==> config.mk <==
export PLATFORM = sky130hd
export DESIGN_NAME = md5_hash_engine
export DESIGN_NICKNAME = d
export VERILOG_FILES = /design/src/rtl/core/md5_pkg.sv /design/src/rtl/core/md5_round.sv /design/src/rtl/core/md5_hash_engine.sv
export SDC_FILE = /design/constraint.sdc
export NUM_CORES = 2
export LEC_CHECK = 0
export CORE_MARGIN = 2
export CORE_UTILIZATION = 60
export DETAILED_ROUTE_END_ITERATION = 16
export DONT_BUFFER_PORTS = 1
export MAX_ROUTING_LAYER = met4
export PLACE_DENSITY = 0.76
export SKIP_LAST_GASP = 1
export SLEW_MARGIN = 20
export SYNTH_ARGS = -nofsm -noshare
export SYNTH_HDL_FRONTEND = slang
export SYNTH_SLANG_ARGS = --single-unit
==> constraint.sdc <==
create_clock -name clk -period 9.8 [get_ports clk]
set_input_delay 1.47 -clock clk [delete_from_list [all_inputs] [get_ports clk]]
set_output_delay 1.47 -clock clk [all_outputs]
set_load 0.05 [all_outputs]
==> src/rtl/core/md5_pkg.sv <==
package md5_pkg;

    localparam int LENGTH_COUNTER_BITS_DEFAULT = 64;

    localparam logic [31:0] IV_A = 32'h67452301;
    localparam logic [31:0] IV_B = 32'hefcdab89;
    localparam logic [31:0] IV_C = 32'h98badcfe;
    localparam logic [31:0] IV_D = 32'h10325476;

    localparam logic [7:0] PAD_BYTE      = 8'h80;
    localparam logic [5:0] LEN_FIELD_POS = 6'd56;
    localparam logic [5:0] LAST_ROUND    = 6'd63;
    localparam logic [5:0] LAST_BYTE_POS = 6'd63;
    localparam logic [1:0] LAST_WORD_IDX = 2'd3;

    typedef enum logic [2:0] {
        ST_IDLE,
        ST_PAD,
        ST_SETUP,
        ST_ROUND,
        ST_FINAL,
        ST_OUT
    } state_t;

    // Which kind of block the current compression works on.
    typedef enum logic [1:0] {
        PASS_DATA,
        PASS_SPILL,
        PASS_LAST
    } pass_t;

    // Control handed to the round unit each cycle.
    typedef struct packed {
        logic [5:0] round;      // round executed this cycle
        logic [5:0] pre_round;  // round whose a + M + K sum is prepared
    } round_ctrl_t;

    function automatic logic [31:0] md5_round_const(input logic [5:0] r);
        logic [31:0] k;
        unique case (r)
            6'd0:  k = 32'hd76aa478;  6'd1:  k = 32'he8c7b756;
            6'd2:  k = 32'h242070db;  6'd3:  k = 32'hc1bdceee;
            6'd4:  k = 32'hf57c0faf;  6'd5:  k = 32'h4787c62a;
            6'd6:  k = 32'ha8304613;  6'd7:  k = 32'hfd469501;
            6'd8:  k = 32'h698098d8;  6'd9:  k = 32'h8b44f7af;
            6'd10: k = 32'hffff5bb1;  6'd11: k = 32'h895cd7be;
            6'd12: k = 32'h6b901122;  6'd13: k = 32'hfd987193;
            6'd14: k = 32'ha679438e;  6'd15: k = 32'h49b40821;
            6'd16: k = 32'hf61e2562;  6'd17: k = 32'hc040b340;
            6'd18: k = 32'h265e5a51;  6'd19: k = 32'he9b6c7aa;
            6'd20: k = 32'hd62f105d;  6'd21: k = 32'h02441453;
            6'd22: k = 32'hd8a1e681;  6'd23: k = 32'he7d3fbc8;
            6'd24: k = 32'h21e1cde6;  6'd25: k = 32'hc33707d6;
            6'd26: k = 32'hf4d50d87;  6'd27: k = 32'h455a14ed;
            6'd28: k = 32'ha9e3e905;  6'd29: k = 32'hfcefa3f8;
            6'd30: k = 32'h676f02d9;  6'd31: k = 32'h8d2a4c8a;
            6'd32: k = 32'hfffa3942;  6'd33: k = 32'h8771f681;
            6'd34: k = 32'h6d9d6122;  6'd35: k = 32'hfde5380c;
            6'd36: k = 32'ha4beea44;  6'd37: k = 32'h4bdecfa9;
            6'd38: k = 32'hf6bb4b60;  6'd39: k = 32'hbebfbc70;
            6'd40: k = 32'h289b7ec6;  6'd41: k = 32'heaa127fa;
            6'd42: k = 32'hd4ef3085;  6'd43: k = 32'h04881d05;
            6'd44: k = 32'hd9d4d039;  6'd45: k = 32'he6db99e5;
            6'd46: k = 32'h1fa27cf8;  6'd47: k = 32'hc4ac5665;
            6'd48: k = 32'hf4292244;  6'd49: k = 32'h432aff97;
            6'd50: k = 32'hab9423a7;  6'd51: k = 32'hfc93a039;
            6'd52: k = 32'h655b59c3;  6'd53: k = 32'h8f0ccc92;
            6'd54: k = 32'hffeff47d;  6'd55: k = 32'h85845dd1;
            6'd56: k = 32'h6fa87e4f;  6'd57: k = 32'hfe2ce6e0;
            6'd58: k = 32'ha3014314;  6'd59: k = 32'h4e0811a1;
            6'd60: k = 32'hf7537e82;  6'd61: k = 32'hbd3af235;
            6'd62: k = 32'h2ad7d2bb;  default: k = 32'heb86d391;
        endcase
        return k;
    endfunction

    function automatic logic [4:0] md5_rot_amount(input logic [5:0] r);
        logic [4:0] s;
        unique case ({r[5:4], r[1:0]})
            4'd0:  s = 5'd7;   4'd1:  s = 5'd12;  4'd2:  s = 5'd17;  4'd3:  s = 5'd22;
            4'd4:  s = 5'd5;   4'd5:  s = 5'd9;   4'd6:  s = 5'd14;  4'd7:  s = 5'd20;
            4'd8:  s = 5'd4;   4'd9:  s = 5'd11;  4'd10: s = 5'd16;  4'd11: s = 5'd23;
            4'd12: s = 5'd6;   4'd13: s = 5'd10;  4'd14: s = 5'd15;  default: s = 5'd21;
        endcase
        return s;
    endfunction

    // Message word used by a round; each group of 16 rounds uses every word once.
    function automatic logic [3:0] md5_msg_index(input logic [5:0] r);
        logic [3:0] rl;
        logic [3:0] g;
        rl = r[3:0];
        unique case (r[5:4])
            2'd0:    g = rl;
            2'd1:    g = 4'({2'b00, rl, 2'b00} + {4'b0000, rl} + 8'd1);
            2'd2:    g = 4'({3'b000, rl, 1'b0} + {4'b0000, rl} + 8'd5);
            default: g = 4'({1'b0, rl, 3'b000} - {4'b0000, rl});
        endcase
        return g;
    endfunction

endpackage

==> src/rtl/core/md5_round.sv <==
// One MD5 step per cycle: the boolean function, rotate and add into b, plus
// the a + M + K sum that the following round will need.
module md5_round
(
    input  md5_pkg::round_ctrl_t ctrl,
    input  logic [31:0]          pre_sum,
    input  logic [31:0]          b,
    input  logic [31:0]          c,
    input  logic [31:0]          d,
    input  logic [31:0]          pre_base,
    input  logic [31:0]          pre_word,
    output logic [31:0]          b_new,
    output logic [31:0]          pre_sum_new
);

    logic [31:0] f;
    logic [31:0] t;
    logic [63:0] t_rot;
    logic [4:0]  s;

    always_comb
    begin
        unique case (ctrl.round[5:4])
            2'd0:    f = d ^ (b & (c ^ d));
            2'd1:    f = c ^ (d & (b ^ c));
            2'd2:    f = b ^ c ^ d;
            default: f = c ^ (b | ~d);
        endcase
    end

    assign s           = md5_pkg::md5_rot_amount(ctrl.round);
    assign t           = pre_sum + f;
    assign t_rot       = {t, t} << s;
    assign b_new       = b + t_rot[63:32];
    assign pre_sum_new = pre_base + pre_word + md5_pkg::md5_round_const(ctrl.pre_round);

endmodule

==> src/rtl/core/md5_hash_engine.sv <==
// MD5 hash engine, fed one message byte per input transaction.
// Slave channel: s_tdata carries the byte, s_tuser[0] says whether it holds
// a byte at all, and s_tlast ends the message. Master channel: four
// transactions with the digest words, low word first; m_tuser carries the
// word index and m_tlast marks the fourth word.
// A byte that neither completes a 64-byte block nor ends the message is taken
// and leaves the engine ready for more input. The 64th byte of a block starts a
// compression: a setup step, 64 rounds on the shared round unit (one per
// cycle) and a step to add into the chaining words, during which s_tready
// is low. A last transaction adds a padding step and one compression, or
// two when the length field spills into a second
// block, plus a compression of the just filled block if its byte completed
// one; the digest then appears one word per cycle while m_tready is high.
// The round loop, prepared a + M + K plus f, rotate and add, sets the rate.
// A stalled receiver simply holds the current digest word; no new input is
// taken until all four words have been delivered.
// Reset loads the standard initial value and clears the byte and bit counts;
// the engine is ready right after reset is released.
module md5_hash_engine
#(
    parameter int LENGTH_COUNTER_BITS = md5_pkg::LENGTH_COUNTER_BITS_DEFAULT
)
(
    input  logic        clk,
    input  logic        rst_n,
    input  logic        s_tvalid,
    output logic        s_tready,
    input  logic [7:0]  s_tdata,   // [7:0] data_byte
    input  logic [0:0]  s_tuser,   // [0] has_byte
    input  logic        s_tlast,   // is_last
    output logic        m_tvalid,
    input  logic        m_tready,
    output logic [31:0] m_tdata,   // [31:0] digest_word
    output logic [1:0]  m_tuser,   // [1:0] word_index
    output logic        m_tlast    // last_word
);

    md5_pkg::state_t state_reg, state_next;
    md5_pkg::pass_t  pass_reg, pass_next;

    logic                           last_pend_reg, last_pend_next;
    logic [5:0]                     cnt_reg, cnt_next;
    logic [LENGTH_COUNTER_BITS-1:0] len_reg, len_next;
    logic [5:0]                     round_reg, round_next;
    logic [1:0]                     word_idx_reg, word_idx_next;
    logic [31:0]                    chain_reg [4];
    logic [31:0]                    chain_next [4];
    logic [31:0]                    work_reg [4];
    logic [31:0]                    work_next [4];
    logic [31:0]                    pre_reg, pre_next;
    logic [31:0]                    buf_reg [16];
    logic [31:0]                    buf_next [16];

    logic        in_fire;
    logic        out_fire;
    logic [63:0] len_field;

    md5_pkg::round_ctrl_t rctl;
    logic [31:0]          pre_base;
    logic [31:0]          b_new;
    logic [31:0]          pre_sum_new;

    assign in_fire   = s_tvalid && s_tready;
    assign out_fire  = m_tvalid && m_tready;
    assign len_field = 64'(len_reg);

    // The next round's sum uses the current d, which becomes its a.
    always_comb
    begin
        if (state_reg == md5_pkg::ST_SETUP)
        begin
            rctl.round     = '0;
            rctl.pre_round = '0;
            pre_base       = chain_reg[0];
        end
        else
        begin
            rctl.round     = round_reg;
            rctl.pre_round = round_reg + 6'd1;
            pre_base       = work_reg[3];
        end
    end

    md5_round u_round
    (
        .ctrl        (rctl),
        .pre_sum     (pre_reg),
        .b           (work_reg[1]),
        .c           (work_reg[2]),
        .d           (work_reg[3]),
        .pre_base    (pre_base),
        .pre_word    (buf_reg[md5_pkg::md5_msg_index(rctl.pre_round)]),
        .b_new       (b_new),
        .pre_sum_new (pre_sum_new)
    );

    // Next state.
    always_comb
    begin
        state_next = state_reg;
        unique case (state_reg)
            md5_pkg::ST_IDLE:
            begin
                if (in_fire)
                begin
                    if (s_tuser[0] && (cnt_reg == md5_pkg::LAST_BYTE_POS))
                        state_next = md5_pkg::ST_SETUP;
                    else if (s_tlast)
                        state_next = md5_pkg::ST_PAD;
                end
            end
            md5_pkg::ST_PAD:   state_next = md5_pkg::ST_SETUP;
            md5_pkg::ST_SETUP: state_next = md5_pkg::ST_ROUND;
            md5_pkg::ST_ROUND:
            begin
                if (round_reg == md5_pkg::LAST_ROUND)
                    state_next = md5_pkg::ST_FINAL;
            end
            md5_pkg::ST_FINAL:
            begin
                unique case (pass_reg)
                    md5_pkg::PASS_DATA:
                        state_next = last_pend_reg ? md5_pkg::ST_PAD : md5_pkg::ST_IDLE;
                    md5_pkg::PASS_SPILL: state_next = md5_pkg::ST_SETUP;
                    default:             state_next = md5_pkg::ST_OUT;
                endcase
            end
            md5_pkg::ST_OUT:
            begin
                if (out_fire && (word_idx_reg == md5_pkg::LAST_WORD_IDX))
                    state_next = md5_pkg::ST_IDLE;
            end
            default: state_next = md5_pkg::ST_IDLE;
        endcase
    end

    // Handshake outputs.
    always_comb
    begin
        s_tready = (state_reg == md5_pkg::ST_IDLE);
        m_tvalid = (state_reg == md5_pkg::ST_OUT);
        m_tdata  = chain_reg[word_idx_reg];
        m_tuser  = word_idx_reg;
        m_tlast  = (word_idx_reg == md5_pkg::LAST_WORD_IDX);
    end

    // Datapath and counters.
    always_comb
    begin
        pass_next      = pass_reg;
        last_pend_next = last_pend_reg;
        cnt_next       = cnt_reg;
        len_next       = len_reg;
        round_next     = round_reg;
        word_idx_next  = word_idx_reg;
        pre_next       = pre_reg;
        for (int i = 0; i < 4; i++)
        begin
            chain_next[i] = chain_reg[i];
            work_next[i]  = work_reg[i];
        end
        for (int w = 0; w < 16; w++)
            buf_next[w] = buf_reg[w];

        unique case (state_reg)
            md5_pkg::ST_IDLE:
            begin
                if (in_fire && s_tuser[0])
                begin
                    buf_next[cnt_reg[5:2]][{cnt_reg[1:0], 3'b000} +: 8] = s_tdata;
                    cnt_next       = cnt_reg + 6'd1;
                    len_next       = len_reg + LENGTH_COUNTER_BITS'(8);
                    pass_next      = md5_pkg::PASS_DATA;
                    last_pend_next = s_tlast;
                end
            end
            md5_pkg::ST_PAD:
            begin
                // The pad byte goes at the fill position, zeros after it.
                for (int w = 0; w < 16; w++)
                begin
                    for (int bt = 0; bt < 4; bt++)
                    begin
                        if (6'(w * 4 + bt) == cnt_reg)
                            buf_next[w][bt*8 +: 8] = md5_pkg::PAD_BYTE;
                        else if (6'(w * 4 + bt) > cnt_reg)
                            buf_next[w][bt*8 +: 8] = 8'h00;
                    end
                end
                if (cnt_reg >= md5_pkg::LEN_FIELD_POS)
                begin
                    pass_next = md5_pkg::PASS_SPILL;
                end
                else
                begin
                    pass_next    = md5_pkg::PASS_LAST;
                    buf_next[14] = len_field[31:0];
                    buf_next[15] = len_field[63:32];
                end
            end
            md5_pkg::ST_SETUP:
            begin
                for (int i = 0; i < 4; i++)
                    work_next[i] = chain_reg[i];
                pre_next   = pre_sum_new;
                round_next = '0;
            end
            md5_pkg::ST_ROUND:
            begin
                work_next[0] = work_reg[3];
                work_next[1] = b_new;
                work_next[2] = work_reg[1];
                work_next[3] = work_reg[2];
                pre_next     = pre_sum_new;
                round_next   = round_reg + 6'd1;
            end
            md5_pkg::ST_FINAL:
            begin
                for (int i = 0; i < 4; i++)
                    chain_next[i] = chain_reg[i] + work_reg[i];
                if (pass_reg == md5_pkg::PASS_SPILL)
                begin
                    // Second padding block: zeros and the length field.
                    for (int w = 0; w < 14; w++)
                        buf_next[w] = '0;
                    buf_next[14] = len_field[31:0];
                    buf_next[15] = len_field[63:32];
                    pass_next    = md5_pkg::PASS_LAST;
                end
            end
            md5_pkg::ST_OUT:
            begin
                if (out_fire)
                begin
                    word_idx_next = word_idx_reg + 2'd1;
                    if (word_idx_reg == md5_pkg::LAST_WORD_IDX)
                    begin
                        chain_next[0]  = md5_pkg::IV_A;
                        chain_next[1]  = md5_pkg::IV_B;
                        chain_next[2]  = md5_pkg::IV_C;
                        chain_next[3]  = md5_pkg::IV_D;
                        cnt_next       = '0;
                        len_next       = '0;
                        last_pend_next = 1'b0;
                    end
                end
            end
            default:
            begin
            end
        endcase
    end

    always_ff @(posedge clk or negedge rst_n)
    begin
        if (!rst_n)
        begin
            state_reg     <= md5_pkg::ST_IDLE;
            pass_reg      <= md5_pkg::PASS_DATA;
            last_pend_reg <= 1'b0;
            cnt_reg       <= '0;
            len_reg       <= '0;
            round_reg     <= '0;
            word_idx_reg  <= '0;
            chain_reg[0]  <= md5_pkg::IV_A;
            chain_reg[1]  <= md5_pkg::IV_B;
            chain_reg[2]  <= md5_pkg::IV_C;
            chain_reg[3]  <= md5_pkg::IV_D;
            for (int i = 0; i < 4; i++)
                work_reg[i] <= '0;
            pre_reg       <= '0;
        end
        else
        begin
            state_reg     <= state_next;
            pass_reg      <= pass_next;
            last_pend_reg <= last_pend_next;
            cnt_reg       <= cnt_next;
            len_reg       <= len_next;
            round_reg     <= round_next;
            word_idx_reg  <= word_idx_next;
            for (int i = 0; i < 4; i++)
            begin
                chain_reg[i] <= chain_next[i];
                work_reg[i]  <= work_next[i];
            end
            pre_reg       <= pre_next;
        end
    end

    // The block buffer holds block data only and needs no reset.
    always_ff @(posedge clk)
    begin
        for (int w = 0; w < 16; w++)
            buf_reg[w] <= buf_next[w];
    end

endmodule

==> Word level (Yosys, flattened, before mapping) <==
Memory sizes are Yosys's and may differ from the RTL's.
Index checks and enable logic that the tools add are counted.
W data, S select, Z words.
{ "totals": {"ram_bits": 512, "out_inout_bits": 37, "elab_cells": 396, "romBits": 2128, "inputBits": 14, "regBits": 372, "mem_count": 3} }
{ "classes": {"add_sub_neg": 18, "n_reduce_logical": 21, "n_shift": 3, "magnitude_cmp": 68, "n_eq_ne": 84, "muxes": 171, "bitwise_logic": 12} }
{ "memory_table": {"columns": ["memory", "words", "word_bits", "read_ports", "rd_ports_with_merged_regs", "wr", "line_no", "text"], "rows": [
  ["(name not given)", 64, 32, 1, 0, 0, "md5_pkg.sv:40", "unique case (r)"],
  ["buf_reg", 16, 32, 17, 0, 16, "md5_hash_engine.sv:51", "logic [31:0] buf_reg [16];"],
  ["(name not given)", 16, 5, 1, 0, 0, "md5_pkg.sv:79", "unique case ({r[5:4], r[1:0]})"]
]} }
{ "op_table": {"columns": ["cell", "n"], "rows": [
  ["$pmux W512 S3", 1],
  ["$mux W512", 2],
  ["$mux W8", 128],
  ["$bwmux W512", 1],
  ["$pmux W128 S2", 2],
  ["$add A32 B32 Y32", 8],
  ["$mux W128", 2],
  ["$mux W64", 4],
  ["$eq A6 B6 Y1 const A", 32],
  ["$gt A6 B6 Y1 const A", 32],
  ["$xor A32 B32 Y32", 6],
  ["$demux W32 S4", 1],
  ["$mux W32", 4],
  ["$pmux W64 S2", 1],
  ["$eq A5 B6 Y1 const A", 16],
  ["$gt A5 B6 Y1 const A", 16],
  ["$pmux W32 S3", 1],
  ["$add A64 B4 Y64 const B", 1],
  ["$and A32 B32 Y32", 2],
  ["$bmux W32 S2", 1],
  ["$shl A64 B5 Y64", 1],
  ["$eq A4 B6 Y1 const A", 8],
  ["$gt A4 B6 Y1 const A", 8],
  ["$not A32 Y32", 1],
  ["52 further kinds", 98]
]} }

==> Logic depth before layout (Yosys ltp) <==
{ "logic_depth": {"depth_word": 8, "mapped_depth": 37, "ltp_nobuf": 33} }

==> By module <==
Synthesis repeated with hierarchy kept, for this count alone.
{ "unflattened": {"cells_unflattened": 7601, "area_unflattened_um2": 63991.4} }
{ "by_module_without_submodules": {"columns": ["mod", "n_inst", "seq_area_each_um2", "cells_per_inst", "area_per_inst_um2"], "rows": [
  ["md5_hash_engine", 1, 24688.7, 5698, 50995.2],
  ["md5_round", 1, 0.0, 1903, 12996.2]
]} }

==> Least setup slack after synthesis <==
Ideal clock, no wire load.
{ "synth_timing": {"path_type": "register to register", "from": "register state_reg[0]", "to": "register work_reg[95] (netlist name)", "path_stages_with_launch": 35, "setup_slack_ps": 2149, "setup_ps": 120, "t_required_ps": 9680, "synth_period_minus_slack_ps": 7651, "n_path_buf": 5, "t_arrival_ps": 7531, "path_cell_list": "dfrtp_1 > buf_6 > nor3b_2 > clkbuf_1 > clkbuf_1 > clkbuf_1 > clkbuf_1 > nor2_1 > nor3_1 > ha_1 > a211oi_1 > o211ai_1 > nand4_1 > o211ai_1 > o21ai_1 > or4_1 > a41o_1 > mux2i_1 > a21oi_1 > nor2_1 > nor2_1 > mux2_2 > ha_1 > a211o_1 > a211o_1 > a211oi_1 > o31ai_1 > a41o_1 > a31oi_1 > a21oi_1 > a311oi_1 > nand3_1 > or3_1 > nand3_1 > nor2_1"} }
{ "synth_between": {"elab_chain_cells": 8, "word_cells_on_any_way": 13, "cone_classes": "add/sub: 2; eq/ne: 4; shift: 1; mux: 3; reduce/logical: 2; memory: 1"} }
{ "synth_lines": {"columns": ["item", "line_no", "text"], "rows": [
  ["start, declared", "md5_hash_engine.sv:38", "md5_pkg::state_t state_reg, state_next;"],
  ["start signal, assigned", "md5_hash_engine.sv:258", "state_reg <= md5_pkg::ST_IDLE;"],
  ["start signal, assigned", "md5_hash_engine.sv:275", "state_reg <= state_next;"],
  ["$eq A3 B2 Y1", "md5_hash_engine.sv:70, md5_hash_engine.sv:165", null],
  ["$mux W12", "md5_hash_engine.sv:70", "if (state_reg == md5_pkg::ST_SETUP)"],
  ["$eq A2 B2 Y1, or another cell as far along", "md5_round.sv:23", "unique case (ctrl.round[5:4])"],
  ["$pmux W32 S3", "md5_round.sv:23", null],
  ["$add A32 B32 Y32", "md5_round.sv:32", "assign t = pre_sum + f;"],
  ["$shl A64 B5 Y64", "md5_round.sv:33", "assign t_rot = {t, t} << s;"],
  ["$add A32 B32 Y32", "md5_round.sv:34", "assign b_new = b + t_rot[63:32];"],
  ["$pmux W128 S2", "md5_hash_engine.sv:165", "unique case (state_reg)"],
  ["end signal, assigned by index", "md5_hash_engine.sv:285", "work_reg[i] <= work_next[i];"],
  ["end, declared", "md5_hash_engine.sv:48", "logic [31:0] work_reg [4];"]
]} }
Parallel ways exist; a longest one is shown, timed or not.
A chain may end at the register's enable or synchronous reset.

==> Worst setup path after layout <==
{ "layout_timing": {"from": "register round_reg[4]", "to": "register work_reg[95] (netlist name)"} }
{ "layout_between": {"elab_chain_cells": 7, "word_cells_on_any_way": 10, "cone_classes": "add/sub: 2; eq/ne: 2; shift: 1; mux: 3; reduce/logical: 1; memory: 1"} }
{ "layout_lines": {"columns": ["item", "line_no", "text"], "rows": [
  ["start, declared", "md5_hash_engine.sv:44", "logic [5:0] round_reg, round_next;"],
  ["start signal, assigned", "md5_hash_engine.sv:280", "round_reg <= round_next;"],
  ["$mux W12 *", "md5_hash_engine.sv:70", null],
  ["$eq A2 B2 Y1, or another cell as far along", "md5_round.sv:23", null],
  ["$pmux W32 S3", "md5_round.sv:23", null],
  ["$add A32 B32 Y32", "md5_round.sv:32", null],
  ["$shl A64 B5 Y64 *", "md5_round.sv:33", null],
  ["$add A32 B32 Y32 *", "md5_round.sv:34", null],
  ["$pmux W128 S2 *", "md5_hash_engine.sv:165", null]
]} }
Every way passes the cells marked *; elsewhere a longest branch is shown, timed or not.

==> metrics.yaml <==
drt:
  viasPerCell: 6.79
  routed_wl_um: 229000
  drc_errors: 0
  drt-pass1-iter-count: 8
  wl_per_cell_um: 26.1
  antenna_left: 0
  vias: 59554
  drtIter0Drc: 8033
place:
  dp_hpwl_um: 160000
  dp.cells: 8574
  place_congestion: 1.09
  port_buffers: 0
  place_area_mm2: 0.0646
yosys:
  synth_area_leaders: "edfxtp_1 24%, dfrtp_1 12%, a21oi_1 6.7%, nor2_1 6.4%, nand2_1 6.1%"
  yosys.cell_count.top_type: "nor2_1"
  synth_edf_count: 512
  syn_inst: 7560
  syn_nets: 7871
  avgSynthCellArea_um2: 8.40
  synth_area_mm2: 0.0635
  netlist.area_leader.share: 0.242
  yosysWarnings: 0
  yosys-top-cells-count: "1078 x nor2_1, 1033 x nand2_1, 855 x a21oi_1"
  yosys_register_bits: 881
  ys.flop_type: "edfxtp_1"
  async_reset_ff_frac: 0.419
  yosysUniqueCellTypes: 101
  yosysSeqAreaShare: 0.389
  synth_area_leader_cell: "edfxtp_1"
cts:
  cts_root_buf: "clkbuf_16"
  cts_setup_buffers: 0
  post_cts_resized: 0
  cts.sinks: 881
  cts_buffers: 97
  cts_tree: "yes"
  cts_max_level: 3
  clk_pin_slew_ps: 60
  cts.path.max_buffers: 3
  cts_hold_buf: 0
  clk-insertion-delay-late_ps: 740
timing:
  setup_viol: 0
  post-route-period-util: 0.906
  slew_violations: 0
  tightest_slew_ps: 1440
  max_freq_mhz: 113
  finalHoldViolCount: 0
  post-route-min-period_ps: 8880
  tns_ps: 0
  rsz0062_at_grt: "no"
  maxSlewHeadroom: 0.0390
  fin_skew_ps: 64.7
pwr:
  power_density_mw_per_mm2: 117
  power.total_mw: 7.95
  peakVddDrop_mv: 0.134
  cellLeakagePower_nw: 25.9
global_routing:
  grt-ovfl-total: 0
  grt_first_pass_wirelength_um: 343000
  grt_pass1_vias: 55969
  track_usage: 0.427
  antenna_found_initial: 5
  grt_max_degree: 370
floorplan:
  row_count: 119
  die_h_um: 329
  die_width_um: 329
  die_area_mm2: 0.108
  num_io_pins: 51
  initial_core_util: 0.604
  core_mm2: 0.105
finish:
  drive_gt1_frac: 0.0677
  area_growth_pct: 7.33
  largest_reg_flops: 512
  layoutNonFillerInstCount: 8768
  nNetsFinal: 7593
  fillers: 8859
  fin_area_mm2: 0.0681
worst_setup_path:
  cpMostUsedCell: "o211ai_1"
  crit_arrival_ps: 9480
  end_kind: "register"
  worstSetupPathType: "register to register"
  critical_path_required_ps: 10400
  cp_max_fo: 40
  rr_worst_depth: 31
  cp_slowest_stage_delay_ps: 770
  crit_path_start_kind: "register"
  cp_slowest_cell: "dfrtp_4"
flow_run:
  cap_violations: 0
status:
  outcome: "finished clean"
hold_path:
  hp-class: "input port to async pin"
==> worst max-delay path: cells and delay by family, from the launching register on <==
kind,cells,cell delay (ps)
AOI/OAI and AO/OA,17,4420
and+or+nand+nor,8,1840
muxes,3,780
DFF,1,770
adders and majority gates,2,730
buffers and inverters,1,260
==> area by class of cell <==
| cell class | count | area, um2 | share of cell area |
|---|---|---|---|
| clock buffers | 130 | 2710 | 0.0398 |
| diodes | 11 | 27.5 | 0.000404 |
| repair buffers | 143 | 1210 | 0.0178 |
| clock inverters | 53 | 790 | 0.0116 |
| inverters | 145 | 544 | 0.00799 |
| multi-input cells | 6014 | 36400 | 0.534 |
| well taps | 1391 | 1740 | 0.0255 |
| flip-flops and latches | 881 | 24700 | 0.363 |
==> per-layer routing <==
metal,GRT usage,part of all wire
met4,0.296,0.085
met3,0.0884,0.10
met1,0.516,0.37
met2,0.642,0.44
met5,-,0
==> power breakdown <==
group | internal, mW | switching [mW]
logic | 0.00194 | 0.0129
registers | 3.90 | 0
clock network | 2.36 | 1.68
==> kinds of logic (layout without fill, tap and decap cells) <==
logic type,Yosys count,count (layout),share of synthesized area
mux,266,266,0.0487
buf+inv,665,471,0.0407
simple gates,2815,2815,0.193
other cells,0,11,0
fa+ha+maj,297,297,0.0632
xor+xnor,291,291,0.0403
flops,881,881,0.389
compound gates,2345,2345,0.226
==> metrics by stage <==
step                      hold slack (ps)   util  setup slack, ps
final                                 447  0.648              924
after global routing                  429  0.648              118
after CTS                             435  0.648             1070
after detailed placement              476  0.614             1090
after global placement                467  0.614             1300
after floorplan                       454      -             2150
==> layout by cell type (no fill, tap or decap), drive strengths merged, types with 53 or more instances in the layout <==
master,n
o22ai,53
a21o,84
xor2,154
ha,258
a31oi,110
buf,143
mux2i,212
o21ai,548
clkbuf,130
xnor2,137
and2,207
edfxtp,512
nand2,1035
nor3,82
a21oi,855
nand3,109
dfrtp,305
a211oi,236
inv,145
nand2b,65
a311oi,67
nor2,1079
dfstp,64
==> worst paths after layout <==
check,startpoint,end,slack (ps)
min reg2reg,work_reg[111]$_DFFE_PN0P_,work_reg[111]$_DFFE_PN0P_,480
max reg2reg,round_reg[4]$_DFFE_PN0P_,work_reg[95]$_DFFE_PN0P_,920
min in group clk,work_reg[111]$_DFFE_PN0P_,work_reg[111]$_DFFE_PN0P_,480
max in group asynchronous,rst_n,round_reg[4]$_DFFE_PN0P_,8100
max,round_reg[4]$_DFFE_PN0P_,work_reg[95]$_DFFE_PN0P_,920
min,rst_n,chain_reg[99]$_DFFE_PN0P_,450
No activity file was read; power rests on OpenSTA's default activity.
